File: src/hw/rtl/rkce_pkg.sv
package rkce_pkg;

	// Widths fixed by the word layout
	localparam int unsigned CHAR_W      = 8;
	localparam int unsigned CODE_W      = 2;
	localparam int unsigned K_W         = 6;
	localparam int unsigned WORD_W      = 64;
	localparam int unsigned CFG_IDX_W   = 3;
	localparam int unsigned CFG_DATA_W  = 6;
	localparam int unsigned MAX_K_DEF   = 32;

	// Reset values of the registers
	localparam logic [K_W-1:0]    KMER_SIZE_RST = K_W'(32);
	localparam logic [CODE_W-1:0] CODE_A_RST    = 2'd0;
	localparam logic [CODE_W-1:0] CODE_T_RST    = 2'd1;
	localparam logic [CODE_W-1:0] CODE_C_RST    = 2'd2;
	localparam logic [CODE_W-1:0] CODE_G_RST    = 2'd3;

	// ASCII upper case letters, and the mask that folds case for letters
	localparam logic [CHAR_W-1:0] CHAR_A    = 8'h41;
	localparam logic [CHAR_W-1:0] CHAR_T    = 8'h54;
	localparam logic [CHAR_W-1:0] CHAR_C    = 8'h43;
	localparam logic [CHAR_W-1:0] CASE_FOLD = 8'hDF;

	// Register indexes on the configuration port
	typedef enum logic [CFG_IDX_W-1:0] {
		REG_KMER_SIZE    = 3'd0,
		REG_CANON_MAX    = 3'd1,
		REG_CODE_A       = 3'd2,
		REG_CODE_T       = 3'd3,
		REG_CODE_C       = 3'd4,
		REG_CODE_G       = 3'd5
	} reg_idx_t;

	// Settings handed from the register file to the datapath
	typedef struct packed {
		logic [K_W-1:0]    k;          // already clamped to 1..MAX_K
		logic              takes_max;
		logic [CODE_W-1:0] code_a;
		logic [CODE_W-1:0] code_t;
		logic [CODE_W-1:0] code_c;
		logic [CODE_W-1:0] code_g;
		logic              clear_fill; // pulse on a kmer_size write
	} cfg_t;

	typedef struct packed {
		logic [CODE_W-1:0] fwd;
		logic [CODE_W-1:0] rev;
	} base_code_t;

	// Forward and complement codes of one character. Clearing bit 5 folds
	// a lower case letter onto upper case; only 'X' and 'x' land on 'X'.
	function automatic base_code_t decode_base(input logic [CHAR_W-1:0] ch, input cfg_t cfg);
		logic [CHAR_W-1:0] up;
		base_code_t        bc;
		up = ch & CASE_FOLD;
		if (up == CHAR_A) begin
			bc.fwd = cfg.code_a;
			bc.rev = cfg.code_t;
		end else if (up == CHAR_T) begin
			bc.fwd = cfg.code_t;
			bc.rev = cfg.code_a;
		end else if (up == CHAR_C) begin
			bc.fwd = cfg.code_c;
			bc.rev = cfg.code_g;
		end else begin
			bc.fwd = cfg.code_g;
			bc.rev = cfg.code_c;
		end
		return bc;
	endfunction

endpackage

File: src/hw/rtl/rkce_cfg.sv
module rkce_cfg #(
	parameter int unsigned MAX_K = rkce_pkg::MAX_K_DEF
) (
	input  logic                             clk,
	input  logic                             arst_n,
	input  logic                             cfg_valid,
	output logic                             cfg_ready,
	input  logic [rkce_pkg::CFG_IDX_W-1:0]   cfg_index,
	input  logic [rkce_pkg::CFG_DATA_W-1:0]  cfg_data,
	output rkce_pkg::cfg_t                   cfg
);

	logic [rkce_pkg::K_W-1:0]    k_q;
	logic                        takes_max_q;
	logic [rkce_pkg::CODE_W-1:0] code_a_q;
	logic [rkce_pkg::CODE_W-1:0] code_t_q;
	logic [rkce_pkg::CODE_W-1:0] code_c_q;
	logic [rkce_pkg::CODE_W-1:0] code_g_q;
	logic [rkce_pkg::K_W-1:0]    k_clamped;
	logic                        wr;

	assign cfg_ready = 1'b1;
	assign wr        = cfg_valid & cfg_ready;

	// Size 0 acts as 1, sizes above MAX_K act as MAX_K
	always_comb begin
		if (cfg_data[rkce_pkg::K_W-1:0] == '0) begin
			k_clamped = rkce_pkg::K_W'(1);
		end else if (cfg_data[rkce_pkg::K_W-1:0] > rkce_pkg::K_W'(MAX_K)) begin
			k_clamped = rkce_pkg::K_W'(MAX_K);
		end else begin
			k_clamped = cfg_data[rkce_pkg::K_W-1:0];
		end
	end

	// Register file
	always_ff @(posedge clk or negedge arst_n) begin
		if (!arst_n) begin
			k_q         <= (rkce_pkg::KMER_SIZE_RST > rkce_pkg::K_W'(MAX_K)) ?
			               rkce_pkg::K_W'(MAX_K) : rkce_pkg::KMER_SIZE_RST;
			takes_max_q <= 1'b0;
			code_a_q    <= rkce_pkg::CODE_A_RST;
			code_t_q    <= rkce_pkg::CODE_T_RST;
			code_c_q    <= rkce_pkg::CODE_C_RST;
			code_g_q    <= rkce_pkg::CODE_G_RST;
		end else if (wr) begin
			case (rkce_pkg::reg_idx_t'(cfg_index))
				rkce_pkg::REG_KMER_SIZE: k_q         <= k_clamped;
				rkce_pkg::REG_CANON_MAX: takes_max_q <= cfg_data[0];
				rkce_pkg::REG_CODE_A:    code_a_q    <= cfg_data[rkce_pkg::CODE_W-1:0];
				rkce_pkg::REG_CODE_T:    code_t_q    <= cfg_data[rkce_pkg::CODE_W-1:0];
				rkce_pkg::REG_CODE_C:    code_c_q    <= cfg_data[rkce_pkg::CODE_W-1:0];
				rkce_pkg::REG_CODE_G:    code_g_q    <= cfg_data[rkce_pkg::CODE_W-1:0];
				default: ;
			endcase
		end
	end

	// A new size restarts the fill
	always_comb begin
		cfg.k          = k_q;
		cfg.takes_max  = takes_max_q;
		cfg.code_a     = code_a_q;
		cfg.code_t     = code_t_q;
		cfg.code_c     = code_c_q;
		cfg.code_g     = code_g_q;
		cfg.clear_fill = wr &&
		                 (rkce_pkg::reg_idx_t'(cfg_index) == rkce_pkg::REG_KMER_SIZE);
	end

endmodule

File: src/hw/rtl/rkce_datapath.sv
module rkce_datapath #(
	parameter int unsigned MAX_K = rkce_pkg::MAX_K_DEF
) (
	input  logic                            clk,
	input  logic                            arst_n,
	input  rkce_pkg::cfg_t                  cfg,
	input  logic                            in_valid,
	output logic                            in_ready,
	input  logic [rkce_pkg::CHAR_W-1:0]     in_char,
	input  logic                            in_start,
	output logic                            out_valid,
	input  logic                            out_ready,
	output logic [rkce_pkg::WORD_W-1:0]     out_fwd,
	output logic [rkce_pkg::WORD_W-1:0]     out_rev,
	output logic [rkce_pkg::WORD_W-1:0]     out_canon,
	output logic                            out_kvalid
);

	localparam int unsigned WW = 2 * MAX_K;

	// Input stage
	logic                        valid_s1;
	logic [rkce_pkg::CHAR_W-1:0] char_s1;
	logic                        start_s1;

	// Rolling state
	logic [WW-1:0]               fwd_q;
	logic [WW-1:0]               rev_q;
	logic [rkce_pkg::K_W-1:0]    fill_q;

	// Result stage
	logic                        valid_s2;
	logic [WW-1:0]               fwd_s2;
	logic [WW-1:0]               rev_s2;
	logic [WW-1:0]               canon_s2;
	logic                        kvalid_s2;

	logic                        adv;
	rkce_pkg::base_code_t        bc;
	logic [WW-1:0]               mask;
	logic [WW-1:0]               fwd_base;
	logic [WW-1:0]               rev_sh;
	logic [WW-1:0]               fwd_n;
	logic [WW-1:0]               rev_n;
	logic [WW-1:0]               canon_n;
	logic [rkce_pkg::K_W-1:0]    fill_base;
	logic [rkce_pkg::K_W-1:0]    fill_n;
	logic                        fwd_less;

	// Handshake: the input stage moves on when the result stage is free
	assign adv      = valid_s1 & (~valid_s2 | out_ready);
	assign in_ready = ~valid_s1 | adv;

	always_ff @(posedge clk or negedge arst_n) begin
		if (!arst_n) begin
			valid_s1 <= 1'b0;
		end else if (in_ready) begin
			valid_s1 <= in_valid;
		end
	end

	always_ff @(posedge clk) begin
		if (in_valid && in_ready) begin
			char_s1  <= in_char;
			start_s1 <= in_start;
		end
	end

	// Word mask: the low 2k bits
	always_comb begin
		for (int i = 0; i < WW; i++) begin
			mask[i] = (rkce_pkg::K_W'(i >> 1) < cfg.k);
		end
	end

	// Next rolling words
	always_comb begin
		bc        = rkce_pkg::decode_base(char_s1, cfg);
		fwd_base  = start_s1 ? '0 : fwd_q;
		fill_base = start_s1 ? '0 : fill_q;
		rev_sh    = ((start_s1 ? '0 : rev_q) & mask) >> 2;
		fwd_n     = {fwd_base[WW-3:0], bc.fwd} & mask;
		// complement code goes into base slot k-1
		for (int j = 0; j < MAX_K; j++) begin
			rev_n[2*j +: 2] = (rkce_pkg::K_W'(j + 1) == cfg.k) ? bc.rev : rev_sh[2*j +: 2];
		end
		rev_n     = rev_n & mask;
		fill_n    = (fill_base < cfg.k) ? fill_base + rkce_pkg::K_W'(1) : cfg.k;
		fwd_less  = fwd_n < rev_n;
		if (cfg.takes_max) begin
			canon_n = fwd_less ? rev_n : fwd_n;
		end else begin
			canon_n = fwd_less ? fwd_n : rev_n;
		end
	end

	// State update, taken with each word that moves on
	always_ff @(posedge clk or negedge arst_n) begin
		if (!arst_n) begin
			fwd_q  <= '0;
			rev_q  <= '0;
			fill_q <= '0;
		end else if (cfg.clear_fill) begin
			fwd_q  <= '0;
			rev_q  <= '0;
			fill_q <= '0;
		end else if (adv) begin
			fwd_q  <= fwd_n;
			rev_q  <= rev_n;
			fill_q <= fill_n;
		end
	end

	// Result register
	always_ff @(posedge clk or negedge arst_n) begin
		if (!arst_n) begin
			valid_s2 <= 1'b0;
		end else if (adv) begin
			valid_s2 <= 1'b1;
		end else if (out_ready) begin
			valid_s2 <= 1'b0;
		end
	end

	always_ff @(posedge clk) begin
		if (adv) begin
			kvalid_s2 <= (fill_n >= cfg.k);
			fwd_s2    <= fwd_n;
			rev_s2    <= rev_n;
			canon_s2  <= canon_n;
		end
	end

	// Words read as zero until k bases have arrived
	assign out_valid  = valid_s2;
	assign out_kvalid = kvalid_s2;
	assign out_fwd    = kvalid_s2 ? rkce_pkg::WORD_W'(fwd_s2) : '0;
	assign out_rev    = kvalid_s2 ? rkce_pkg::WORD_W'(rev_s2) : '0;
	assign out_canon  = kvalid_s2 ? rkce_pkg::WORD_W'(canon_s2) : '0;

endmodule

File: src/hw/rtl/rolling_kmer_canonical_encoder.sv
// Rolling canonical k-mer encoder. Feed one ASCII base per word on the slave
// side (start_seq in s_tuser marks the first base of a sequence); each base
// yields one result word on the master side carrying the forward k-mer, its
// reverse complement and the canonical pick (minimum, or maximum when
// canonical_takes_max is set), at two bits per base, newest base lowest in
// the forward word. m_tuser is high once k bases have arrived since the
// start mark; before that the three words read as zero. The block takes one
// base per cycle while m_tready does not stall it: a base waits in the input
// register, then the shift, mask and compare logic updates the rolling words
// and loads the result register. Characters other than A, C, T (either case)
// take the G code. Write registers only while no word is in flight; writing
// kmer_size restarts the fill.
module rolling_kmer_canonical_encoder #(
	parameter int unsigned MAX_K = rkce_pkg::MAX_K_DEF
) (
	input  logic                            clk,
	input  logic                            arst_n,
	// configuration write channel
	input  logic                            cfg_valid,
	output logic                            cfg_ready,
	input  logic [rkce_pkg::CFG_IDX_W-1:0]  cfg_index,
	input  logic [rkce_pkg::CFG_DATA_W-1:0] cfg_data,
	// base stream
	input  logic                            s_tvalid,
	output logic                            s_tready,
	input  logic [7:0]                      s_tdata,  // [7:0] base_char
	input  logic                            s_tuser,  // [0] start_seq
	// k-mer stream
	output logic                            m_tvalid,
	input  logic                            m_tready,
	output logic [191:0]                    m_tdata,  // [63:0] forward_word,
	                                                  // [127:64] revcomp_word,
	                                                  // [191:128] canonical_word
	output logic                            m_tuser   // [0] kmer_valid
);

	rkce_pkg::cfg_t                  cfg;
	logic [rkce_pkg::WORD_W-1:0]     fwd;
	logic [rkce_pkg::WORD_W-1:0]     rev;
	logic [rkce_pkg::WORD_W-1:0]     canon;

	rkce_cfg #(
		.MAX_K (MAX_K)
	) u_cfg (
		.clk       (clk),
		.arst_n    (arst_n),
		.cfg_valid (cfg_valid),
		.cfg_ready (cfg_ready),
		.cfg_index (cfg_index),
		.cfg_data  (cfg_data),
		.cfg       (cfg)
	);

	rkce_datapath #(
		.MAX_K (MAX_K)
	) u_datapath (
		.clk        (clk),
		.arst_n     (arst_n),
		.cfg        (cfg),
		.in_valid   (s_tvalid),
		.in_ready   (s_tready),
		.in_char    (s_tdata),
		.in_start   (s_tuser),
		.out_valid  (m_tvalid),
		.out_ready  (m_tready),
		.out_fwd    (fwd),
		.out_rev    (rev),
		.out_canon  (canon),
		.out_kvalid (m_tuser)
	);

	assign m_tdata = {canon, rev, fwd};

endmodule

File: config.mk
export PLATFORM = sky130hd
export DESIGN_NAME = rolling_kmer_canonical_encoder
export DESIGN_NICKNAME = d
export VERILOG_FILES = /design/src/hw/rtl/rkce_pkg.sv /design/src/hw/rtl/rkce_cfg.sv /design/src/hw/rtl/rkce_datapath.sv /design/src/hw/rtl/rolling_kmer_canonical_encoder.sv
export SDC_FILE = /design/constraint.sdc
export NUM_CORES = 1
export LEC_CHECK = 0
export BUFFER_PORTS_ARGS = -buffer_cell sky130_fd_sc_hd__buf_4
export CAP_MARGIN = 20
export CORE_ASPECT_RATIO = 0.9
export CORE_MARGIN = 3
export CORE_UTILIZATION = 25
export DETAILED_ROUTE_END_ITERATION = 8
export SLEW_MARGIN = 20
export SYNTH_ARGS = -nofsm -noshare
export SYNTH_HDL_FRONTEND = slang
export SYNTH_SLANG_ARGS = --single-unit
File: constraint.sdc
create_clock -name clk -period 9.4 [get_ports clk]
set_input_delay 0.47 -clock clk [delete_from_list [all_inputs] [get_ports clk]]
set_output_delay 0.47 -clock clk [all_outputs]
set_load 0.005 [all_outputs]
# ---- After elaboration in Yosys (flattened, before gate mapping)
# Cells that the tools add are included.
dict set report classes {
  addsub 1
  magnitude_cmp 36
  n_eq_ne 40
  n_mux 55
  n_bitwise 8
  n_reduce_logical 12
}
# operator count
set op_table {}
lappend op_table {{two-way mux 64 bit} 9}
lappend op_table {{AND 64 bit} 3}
lappend op_table {{two-way mux 62 bit} 3}
lappend op_table {{== test 5 x 6 -> 1 bit, first input constant} 16}
lappend op_table {{less-than comparator 5 x 6 -> 1 bit, first input constant} 16}
lappend op_table {{less-than comparator 64 bit} 1}
lappend op_table {{two-way mux 2 bit} 32}
lappend op_table {{== test 4 x 6 -> 1 bit, first input constant} 8}
lappend op_table {{less-than comparator 4 x 6 -> 1 bit, first input constant} 8}
lappend op_table {{two-way mux 6 bit} 6}
lappend op_table {{== test 3 x 6 -> 1 bit, first input constant} 4}
lappend op_table {{less-than comparator 3 x 6 -> 1 bit, first input constant} 4}
lappend op_table {{== test 7 x 6 -> 1 bit, second input constant} 3}
lappend op_table {{== test 2 x 6 -> 1 bit, first input constant} 2}
lappend op_table {{less-than comparator 1 x 6 -> 1 bit, first input constant} 2}
lappend op_table {{less-than comparator 2 x 6 -> 1 bit, first input constant} 2}
lappend op_table {{two-way mux 4 bit} 3}
lappend op_table {{AND reduction 2 bit} 6}
lappend op_table {{adder 6 x 1 -> 6 bit, second input constant} 1}
lappend op_table {{== test 1 x 6 -> 1 bit, first input constant} 1}
lappend op_table {{== test 3 x 2 -> 1 bit, second input constant} 2}
lappend op_table {{== test 3 bit, second input constant} 2}
lappend op_table {{== test 6 bit, first input constant} 1}
lappend op_table {{greater-or-equal comparator 6 bit} 1}
lappend op_table {{11 further kinds} 16}
dict set report totals {
  reg_bits 351
  inputBits 23
  elab_cells 169
}

# ---- Longest topological paths before layout
dict set report logic_depth {
  word_depth 9
  mapped_depth 19
  depth_no_buf 16
}

# ---- Modules after synthesis
# A second synthesis with hierarchy kept.
dict set report hier_totals {
  hier_cells 1776
  area_unflattened_um2 18388.9
}
# module instances cells_each area_per_inst_um2 seq_area_each_um2
set by_module_without_submodules {}
lappend by_module_without_submodules {rkce_datapath 1 1723 17695.7 9339.0}
lappend by_module_without_submodules {rkce_cfg 1 53 693.2 381.6}

# ---- Worst setup path before layout
# No wires, ideal clock.
dict set report synth_path {
  kind {input port to flip-flop}
  start {in m_tready}
  end {reg u_datapath.canon_s2[0], enable pin}
  arrival_ps 6479
  t_required_ps 8768
  setup_slack_ps 2290
  cell_stages 5
  n_path_buf 2
  cell_sequence {nand2b_1 nand2_1 inv_1 clkbuf_1 buf_1}
}
dict set report synth_between {
  elab_chain_cells 2
}
# element line
set synth_rtl {}
lappend synth_rtl {{from (decl)} rolling_kmer_canonical_encoder.sv:30} ;# input logic m_tready,
lappend synth_rtl {{OR 1 bit} rkce_datapath.sv:51} ;# assign adv = valid_s1 & (~valid_s2 | out_ready);
lappend synth_rtl {{AND 1 bit} rkce_datapath.sv:51}
lappend synth_rtl {{via u_datapath.adv} rkce_datapath.sv:38} ;# logic adv;
lappend synth_rtl {{to (signal assigned)} rkce_datapath.sv:130} ;# canon_s2 <= canon_n;
lappend synth_rtl {{to (decl)} rkce_datapath.sv:35} ;# logic [WW-1:0] canon_s2;
# The timed path passes the listed nets, and every way through them passes these cells.
# A chain may end at the register's enable or synchronous reset.

# ---- Worst setup path after layout
dict set report layout_path {
  start {reg u_cfg.k_q[5] (netlist name)}
  end {reg u_datapath.canon_s2[46], data pin}
}
# element line
set layout_lines {}
lappend layout_lines {{from (decl)} rkce_cfg.sv:13} ;# logic [rkce_pkg::K_W-1:0] k_q;
lappend layout_lines {{from (signal assigned)} rkce_cfg.sv:39} ;# k_q <= (rkce_pkg::KMER_SIZE_RST > rkce_pkg::K_W'(MAX_K)) ?
lappend layout_lines {{from (signal assigned)} rkce_cfg.sv:48} ;# rkce_pkg::REG_KMER_SIZE: k_q <= k_clamped;
lappend layout_lines {{less-than comparator 4 x 6 -> 1 bit *} rkce_datapath.sv:72} ;# mask[i] = (rkce_pkg::K_W'(i >> 1) < cfg.k);
lappend layout_lines {{AND 64 bit *} rkce_datapath.sv:82} ;# fwd_n = {fwd_base[WW-3:0], bc.fwd} & mask;
lappend layout_lines {{via u_datapath.fwd_n[19]} rkce_datapath.sv:43} ;# logic [WW-1:0] fwd_n;
lappend layout_lines {{less-than comparator 64 bit *} rkce_datapath.sv:89} ;# fwd_less = fwd_n < rev_n;
lappend layout_lines {{two-way mux 64 bit (on tied branches)} {rkce_datapath.sv:93, rkce_datapath.sv:91}}
lappend layout_lines {{two-way mux 64 bit *} rkce_datapath.sv:90} ;# if (cfg.takes_max) begin
lappend layout_lines {{via u_datapath.canon_n[46]} rkce_datapath.sv:45} ;# logic [WW-1:0] canon_n;
# The timed path passes the listed nets; every way through them passes the cells marked *.

==> out/qor.yml <==
pwr:
  swShare: 0.301
  power_switching_mw: 1.45
  power.share.clock: 0.355
  intPower_mw: 3.38
  leakage_nw: 9.91
  ir_worst_vdd_mv: 0.111
  comb_power_share: 0.249
  p_seq_frac: 0.396
  p_total_mw: 4.83
  power.density_mw_per_mm2: 223
layout:
  syn_to_final_growth_pct: 22.9
  drive_gt1_frac: 0.175
  layout.cells.non_filler: 2834
  final_area_mm2: 0.0217
  insertedDiodeCount: 0
  fin_nets: 1969
  fillers: 7125
place:
  hpwl_mm: 35.9
  placed_area_mm2: 0.0202
  place_inst: 2755
  port_buffers: 216
  gp_congestion: 0.799
routing:
  antenna_left: 0
  wirelength_mm: 50.6
  via_per_inst: 4.62
  route.detailed.drc: 0
  num_vias: 13100
  first_pass_iters: 5
  routedWlPerCell_um: 17.9
  drt-initial-drc-count: 981
worst_setup_path:
  path_cells: "clkinv_1, nand2_1, nor2_1, nor2_1, nand3_1, inv_1, ha_1, a211oi_1, o211ai_1, a221oi_1, nand3_1, a211oi_2, o211ai_2, xnor2_4, buf_4, mux2_1"
  cp_max_fo: 20
  worst_path_max_delay_cell: "xnor2_4"
  cpPeakStageDelay_ps: 810
  worstSetupStartpointType: "flop"
  arrival_ps: 7100
  worstPathRequired_ps: 9700
  path_class: "flop to flop"
  cp-end-kind: "flop"
sta:
  fin_crit_sh: 0.724
  max_slew_margin: 0.268
  fin_worst_skew_ps: 29.7
  setup_viol: 0
  tns_ps: 0
  fmax_ghz: 0.147
  rsz0062_at_grt: "no"
  fin_crit_ps: 6800
  final-max-slew-violation-count: 0
  worst_slew_pin_slew_ps: 1100
  hold_viol_final: 0
yosys:
  synth_top_area_share: 0.342
  yosys-top-cells-area: "edfxtp_1, dfrtp_1, and2_1"
  synth-async-reset-ratio: 0.422
  yosysTopAreaCell: "edfxtp_1"
  synth_seq_cells: 348
  synth_cell_type_count: 66
  synth_edf_count: 201
  syn_avg_cell_area_um2: 10.5
  netlist_instances: 1684
  seq_area_frac_synth: 0.551
  yosysWarnings: 0
  syn_nets: 1782
  syn_area_mm2: 0.0176
  ys.flop_type: "edfxtp_1"
global_route:
  grt_util_met1: 0.181
  grt_max_degree: 205
  met2_usage: 0.219
  grt_pass1_vias: 13100
  grt.total_usage: 0.135
  overflow: 0
  busiest_layer: "met2"
  gr-usage-met3: 0.0318
  grt_pass1_wl_mm: 78.1
  antenna_found_initial: 2
outcome:
  outcome: "finished, final reports clean"
clock_tree:
  cts.sinks: 348
  htreeDepth: 2
  post_cts_buffers: 0
  clk_latency_ps: 570
  cts_root_buf: "clkbuf_16"
  numCtsBuffers: 42
  cts.reportedPaths.clkPinSlew_ps: 60
  tritoncts: "done"
  clockBufferDepth: 3
floorplan:
  initial_core_util: 0.255
  ioPinCount: 219
  die_w_um: 286
  die_h_um: 258
  die_area_mm2: 0.0738
  core_mm2: 0.0692
  row_count: 91
hold_path:
  hp-class: "primary input to flop"
job:
  maxCapViolations: 0
layout make-up:
| type | instances | area [um^2] | area share |
|---|---|---|---|
| clock inverter | 25 | 309 | 0.0143 |
| tap | 930 | 1160 | 0.0537 |
| inverter | 125 | 477 | 0.0220 |
| timing repair buffer | 235 | 1800 | 0.0832 |
| sequential | 348 | 9720 | 0.448 |
| multi-input combinational | 1119 | 7070 | 0.326 |
| clock buffer | 52 | 1140 | 0.0526 |
layer usage:
metal  part of all wire  wire (um)
met1               0.44      22400
met2               0.47      23600
met3              0.070       3540
met4              0.022       1100
met5                  0          0
cell usage after synthesis, drive strengths merged, types with 2 or more instances:
master  count
and2      210
a32oi      19
a21oi     102
a211oi     68
a21boi      3
mux2       25
nand4      11
nand2     120
a22oi      23
ha         75
nor4        6
nand2b      8
mux2i      54
xnor2       3
nor2b       9
o21ai      27
or3         4
o221ai      2
o21a        6
nand4b      2
dfstp       5
a31oi      15
a21o        7
edfxtp    201
clkbuf     76
or3b        2
dfrtp     142
nor3b       5
a221oi      2
nand3b      8
or2         4
and3        6
xor2        2
nand3      28
o211ai      9
a32o        2
buf        16
nor3       23
nor2      216
clkinv      2
inv       123
repair_timing:
item,in CTS,in global routing
hold endpoints to repair,68,0
setup endpoints to repair,0,0
gates resized for setup,0,0
hold buffers,1,0
power by group through the flow:
| stage | Clock (mW) | Sequential [mW] | Combinational [mW] |
|---|---|---|---|
| after floorplan | 0 | 1.91 | 0.705 |
| after global placement | 0 | 1.93 | 1.19 |
| after detailed placement | 0 | 1.94 | 1.22 |
| after CTS | 1.76 | 1.91 | 1.23 |
| after global routing | 1.83 | 1.93 | 1.34 |
| final | 1.71 | 1.91 | 1.20 |
sequential cells by signal, summed over array words and instances (netlist names), 6 cells and up:
signal / cells
u_datapath.canon_s2: 64
u_datapath.char_s1: 7
u_datapath.fill_q: 6
u_datapath.rev_s2: 64
u_datapath.fwd_q: 62
u_datapath.fwd_s2: 64
u_cfg.k_q: 6
u_datapath.rev_q: 62
final timing paths:
path	from	end	slack (ps)	cells after the start
min reg2reg	u_datapath.fwd_q[13]	u_datapath.fwd_q[13]	500	2
max reg2reg	u_cfg.k_q[5]	u_datapath.canon_s2[46]	2600	16
min in group asynchronous	arst_n	u_datapath.out_valid	490	2
max in group asynchronous	arst_n	u_datapath.rev_q[5]	7650	4
min	s_tuser	u_datapath.start_s1	100	1
max	u_cfg.k_q[5]	u_datapath.canon_s2[46]	2600	16
logic make-up after synthesis:
logic type	count (synthesis)	synth area share
AOI/OAI and AO/OA	295	0.109
xor gates and xnor gates	5	0.00355
adders and majority gates	75	0.0532
buffers and inverters	217	0.0491
DFF	348	0.551
muxes	79	0.0466
other	1	0.000213
and+or+nand+nor	664	0.187
placed cells by master (no fill, tap or decap), types with 67 or more instances in the layout:
master	netlist	routed
a211oi_1	67	67
buf_4	1	231
edfxtp_1	201	201
nand2_1	120	119
ha_1	75	75
a21oi_1	102	102
and2_1	210	209
nor2_1	216	216
inv_1	123	122
dfrtp_1	142	142
per-stage QoR:
stage               setup WS [ps]   util  hold slack [ps]
finish                       2600  0.313             97.7
detailed placement           2660  0.292              496
CTS                          2620  0.313             63.0
global route                 2210  0.313             68.9
global placement             2770  0.292              485
floorplan                    2290      -              174
critical path: cells and delay by family, from the launching register on:
family / cells / cell delay (ps)
compound gates: 5 / 1550
simple gates: 5 / 2040
flops: 1 / 600
xor+xnor: 1 / 810
fa+ha+maj: 1 / 250
mux: 1 / 370
buf+inv: 3 / 890
Note: power is estimated with default switching activity, not from simulation.
